$ cat src/rtl/gssf_pkg.sv
package gssf_pkg;

  localparam int STORE_DEPTH_DEF = 1024;
  localparam int NUM_HEADERS     = 11;
  localparam int PREFIX_LEN      = 9;
  localparam int HDR_ID_W        = 4;
  localparam int FLEN_W          = 11;
  localparam int RIDX_W          = 10;

  localparam logic [NUM_HEADERS-1:0] ENABLE_RESET = 11'd63;

  localparam logic [7:0] CH_DOLLAR = 8'h24;
  localparam logic [7:0] CH_HASH   = 8'h23;
  localparam logic [7:0] CH_LF     = 8'h0a;
  localparam logic [7:0] CH_CR     = 8'h0d;

  typedef enum logic [1:0] {
    MODE_PUSH  = 2'd0,
    MODE_READ  = 2'd1,
    MODE_FLUSH = 2'd2
  } mode_t;

  // position 0 is the first byte of the frame
  typedef logic [0:PREFIX_LEN-1][7:0] prefix_t;

  // header text padded with spaces; only the first HDR_LEN bytes count
  localparam prefix_t HDR_TEXT [NUM_HEADERS] = '{
    "$GNRMC   ", "#AGRICA  ", "#BESTPOSA", "#BESTVELA", "$GNTRA   ",
    "$GPTRA   ", "$GNGGA   ", "$GNVTG   ", "$GNZDA   ", "$GPZDA   ",
    "#HEADINGA"
  };

  localparam logic [3:0] HDR_LEN [NUM_HEADERS] = '{
    4'd6, 4'd7, 4'd9, 4'd9, 4'd6, 4'd6, 4'd6, 4'd6, 4'd6, 4'd6, 4'd9
  };

  typedef struct packed {
    logic [1:0]        mode;
    logic [7:0]        data_byte;
    logic [RIDX_W-1:0] read_index;
  } in_item_t;

  typedef struct packed {
    logic              frame_done;
    logic [HDR_ID_W-1:0] header_id;
    logic [FLEN_W-1:0] frame_length;
    logic [7:0]        read_byte;
    logic              overflow;
  } out_item_t;

  typedef struct packed {
    logic              hit;
    logic [HDR_ID_W-1:0] id;
  } hdr_match_t;

endpackage

$ cat src/rtl/gssf_hdr_match.sv
module gssf_hdr_match
  import gssf_pkg::*;
#(
  parameter int FILL_W = 11
) (
  input  prefix_t                 prefix,
  input  logic [FILL_W-1:0]       fill,
  input  logic [NUM_HEADERS-1:0]  enable,
  output hdr_match_t              match
);

  // fill is the length before the closing LF; the LF itself never equals a
  // header character, so the header must fit entirely in the bytes before it
  always_comb begin
    logic ok;
    match = '0;
    for (int h = NUM_HEADERS - 1; h >= 0; h--) begin
      ok = enable[h] && (fill >= FILL_W'(HDR_LEN[h]));
      for (int i = 0; i < PREFIX_LEN; i++) begin
        if ((i < int'(HDR_LEN[h])) && (prefix[i] != HDR_TEXT[h][i])) begin
          ok = 1'b0;
        end
      end
      if (ok) begin
        match.hit = 1'b1;
        match.id  = HDR_ID_W'(h);
      end
    end
  end

endmodule

$ cat config.mk
export PLATFORM = sky130hd
export DESIGN_NAME = gssf_hdr_match
export DESIGN_NICKNAME = d
export VERILOG_FILES = /design/src/rtl/gssf_pkg.sv /design/src/rtl/gssf_hdr_match.sv
export SDC_FILE = /design/constraint.sdc
export NUM_CORES = 1
export LEC_CHECK = 0
export BUFFER_PORTS_ARGS = -buffer_cell sky130_fd_sc_hd__buf_2
export CAP_MARGIN = 20
export CORE_MARGIN = 10
export CORE_UTILIZATION = 35
export DETAILED_ROUTE_END_ITERATION = 6
export PLACE_DENSITY = 0.88
export SYNTH_ARGS = -nofsm -noshare
export SYNTH_HDL_FRONTEND = slang
export SYNTH_SLANG_ARGS = --single-unit
$ cat constraint.sdc
create_clock -name vclk -period 4.5
set_clock_uncertainty 0.15 [all_clocks]
set_input_delay 0.225 -clock vclk [all_inputs]
set_output_delay 0.225 -clock vclk [all_outputs]
set_load 0.1 [all_outputs]
After elaboration in Yosys (flattened, before gate mapping)
Index checks and enable logic that the tools add are counted.
Word-level totals
  output and inout bits: 5
  logic and storage cells: 138
  bits in registers: 0
Operators by class
  reductions and logical operators: 11
  equal/unequal tests: 37
  muxes and demuxes: 87
  magnitude comparators: 3
Operators with widths (number)
  $ne 8x7->1 const B: 35
  $mux 1: 76
  $mux 5: 11
  $ge 11x3->1 const B: 2
  $ne 8x6->1 const B: 2
  $ge 11x4->1 const B: 1
  $logic_and 1x1->1: 11

Logic depth before layout (Yosys ltp)
  depth after elaboration: 22
  mapped depth: 6
  depth with buffers taken out: 6

Least setup slack after synthesis
Ideal clock, no wire load.
  path type: input -> output
  from: input prefix[40] in the netlist's numbering
  to: output match[4] in the netlist's numbering
  stages: 5
  arrival: 4.421 ns
  path buffers: 0
  slack: -0.296 ns
  data required time: 4.125 ns
  cell sequence: nor4b_1 nand4_1 or4_1 o31ai_1 or4b_1
RTL lines
  start: declaration: line gssf_hdr_match.sv:6  | input prefix_t prefix,
  end: declaration: line gssf_hdr_match.sv:9  | output hdr_match_t match

==> impl_metrics.toml <==
[floorplan]
die-area_sq_um = 4430
core_sq_um = 2000
floorplan.rows = 16
dieWidth_um = 66.5
initial_utilization = 0.379
top_level_pins = 99
die_height_um = 66.5

[drt]
avgViaCountPerCell = 6.00
routed-via-count = 1345
dr.first_iter.drc_count = 88
post_drt_wl_per_cell_um = 19.0
route.detailed.drc = 0
postRouteWirelength_mm = 4.25
detail_route.first_pass.iterations = 4
drtAntennaViolNets = 0

[power]
power_density_nw_per_um2 = 52.1
worst_ir_drop_vdd_mv = 0.0290
internal_power_uw = 39.7
p_clk_frac = 0
seqPwrFrac = 0
total_leakage_power_uw = 0.000573
power.net_switching_uw = 27.7
pwr-share-comb = 1.000
swShare = 0.411

[place]
place_inst = 224
dpl-instance-area_sq_um = 1290
globalplace.congestion = 0.890
dp_hpwl_mm = 3.92
buffer_ports.inserted = 99
place_ws_ns = 1.03

[critical_path]
crit_slowest_cell = "sky130_fd_sc_hd__or4b_1"
worst-endpoint-required_ns = 4.12
crit_path_max_fanout = 2
cp.buffers_inverters = 2
timing.critical_path.slowest_cell_delay_ns = 0.55
crit_path_start_kind = "input port"
setup.worst_path.end_class = "output pin"
crit_arrival_ns = 3.10
worstPathCellList = "buf_2 > or4b_1 > or4_4 > or4b_4 > or4_4 > o31ai_4 > or4b_1 > buf_2"
critPathTopFamily = "simple AND/OR/NAND/NOR gates"
timing_worst_setup_path_type = "in2out"

[global_route]
first_global_vias = 1423
grt_util_all_layers = 0.176
grt_remaining_overflow = 0
initial_antenna_violation_count = 0
grt_pass1_wl_mm = 6.60
grt_max_degree = 8

[final_layout]
postLayoutCellArea_sq_um = 1290
antenna_cells = 0
final-instance-count-excl-fill = 224
layout.cells.most_common = "sky130_fd_sc_hd__buf_2"
final_cell_mix = "sky130_fd_sc_hd__buf_2, sky130_fd_sc_hd__nand2_1, sky130_fd_sc_hd__nor4b_1"
finish.utilization = 0.646
area_growth_syn_to_layout_pct = 70.5
post_route_cells_drive_above_1_share = 0.569
clock_buffer_count = 0
flops_and_latches = 0
seq_area_sq_um = 0
design.final.nets = 293

[yosys]
syn-num-nets = 192
ys_seq_area_frac = 0
yosys_warnings = 0
syn-instance-count = 98
netlist_area_sq_um = 758
cell_variety_after_synth = 35
syn_avg_cell_area_sq_um = 7.74

[sta]
setup_viol = 0
grt_setup_unrepaired = "no"
max_transition_viols_final = 0
finalHoldViolCount = 0
total_negative_slack_for_setup_checks_ns = 0
period_minus_slack_ns = 3.48
timing.max_slew.rel_slack = 0.630
max_slew.worst_pin.slew_ns = 0.547
fin_crit_sh = 0.773
maxClockFrequency_ghz = 0.287
worst_slack_ns = 1.02

[hold_path]
hold_crit_class = "in2out"
timing.hold.worst_path_depth = 4
hold_start = "prefix[43]"
hold_end = "match[3]"

[clock_network]
postCtsSetupBuffers = 0
cts.hold.buffers_added = 0
postCtsResizedCells = 0

[run]
maxCapViolCount = 0

[run_status]
run_status = "finished, final reports clean"
## per-stage QoR
| step | hold WS, ns | power, uW |
|---|---|---|
| 3_5_place_dp | 0.937 | 66.5 |
| 4_1_cts | 0.937 | 66.8 |
| 5_1_grt | 0.962 | 73.6 |
| 6_report | 0.936 | 67.4 |
| 2_1_floorplan | 0.654 | 15.1 |
| 3_3_place_gp | 0.915 | 63.5 |
## tightest hold or removal path, stage by stage
cell,delay (ns)
sky130_fd_sc_hd__buf_2,0.12
sky130_fd_sc_hd__nand3_1,0.14
sky130_fd_sc_hd__o31ai_4,0.09
sky130_fd_sc_hd__buf_2,0.29
## worst max path at each step
stage / from / endpoint / slack, ns / depth (start not counted)
floorplan: prefix[40] / match[4] / 0.64 / 5
global placement: prefix[53] / match[4] / 1.06 / 8
CTS: prefix[53] / match[4] / 1.02 / 8
detailed placement: prefix[53] / match[4] / 1.03 / 8
global route: prefix[53] / match[4] / 0.95 / 8
finish: prefix[53] / match[4] / 1.02 / 8
## area by class of cell
cell class	instances	area, sq um
Fill cell	184	709
Multi-Input combinational cell	98	763
Tap cell	27	33.8
Timing Repair Buffer	99	495
## kinds of logic after synthesis
family	synth area share
AOI/OAI and AO/OA	0.162
and+or+nand+nor	0.838
## layer usage
metal,GRT usage,up-vias,routed length [um]
li1,-,640,-
met1,0.188,621,1740
met2,0.329,78,2030
met3,0.0569,6,411
met4,0.0288,0,65
met5,0,-,0
## cells in the mapped netlist
library cell               instances  area, sq um
sky130_fd_sc_hd__nor4_1            6         37.5
sky130_fd_sc_hd__a22o_1            1         8.76
sky130_fd_sc_hd__and4b_2           1         11.3
sky130_fd_sc_hd__nand2_1          10         37.5
sky130_fd_sc_hd__or4_4             2         22.5
sky130_fd_sc_hd__nor4b_1           9         78.8
sky130_fd_sc_hd__or4_1             4         30.0
sky130_fd_sc_hd__a221o_1           1         10.0
sky130_fd_sc_hd__or4b_1            4         40.0
sky130_fd_sc_hd__o31ai_1           2         15.0
sky130_fd_sc_hd__nand4_1           7         43.8
sky130_fd_sc_hd__or4b_4            1         13.8
sky130_fd_sc_hd__nand3b_1          2         15.0
sky130_fd_sc_hd__and3_2            1         7.51
sky130_fd_sc_hd__nand2b_1          1         6.26
sky130_fd_sc_hd__o31ai_4           1         21.3
sky130_fd_sc_hd__a211o_2           2         20.0
sky130_fd_sc_hd__nor4b_2           2         30.0
sky130_fd_sc_hd__and4_1            1         8.76
sky130_fd_sc_hd__nand4b_1          5         43.8
sky130_fd_sc_hd__nor2_1            7         26.3
sky130_fd_sc_hd__nor4bb_1          8         80.1
sky130_fd_sc_hd__a2111o_1          1         11.3
sky130_fd_sc_hd__or2b_1            1         7.51
sky130_fd_sc_hd__o21ai_0           1         5.00
sky130_fd_sc_hd__and4b_1           1         10.0
sky130_fd_sc_hd__or4bb_1           3         33.8
sky130_fd_sc_hd__o21bai_1          1         7.51
sky130_fd_sc_hd__and2_1            1         6.26
sky130_fd_sc_hd__nor2b_2           1         8.76
sky130_fd_sc_hd__o41ai_1           1         8.76
sky130_fd_sc_hd__nand3_1           4         20.0
sky130_fd_sc_hd__nor2_2            1         6.26
sky130_fd_sc_hd__nor3_1            2         10.0
sky130_fd_sc_hd__a22oi_1           2         15.0
## power groups by stage
stage / registers [uW] / clock network [uW] / logic [uW]
global route: 0 / 0 / 73.6
global placement: 0 / 0 / 63.5
floorplan: 0 / 0 / 15.1
detailed placement: 0 / 0 / 66.5
CTS: 0 / 0 / 66.8
finish: 0 / 0 / 67.4
(Power assumes the default switching activity.)
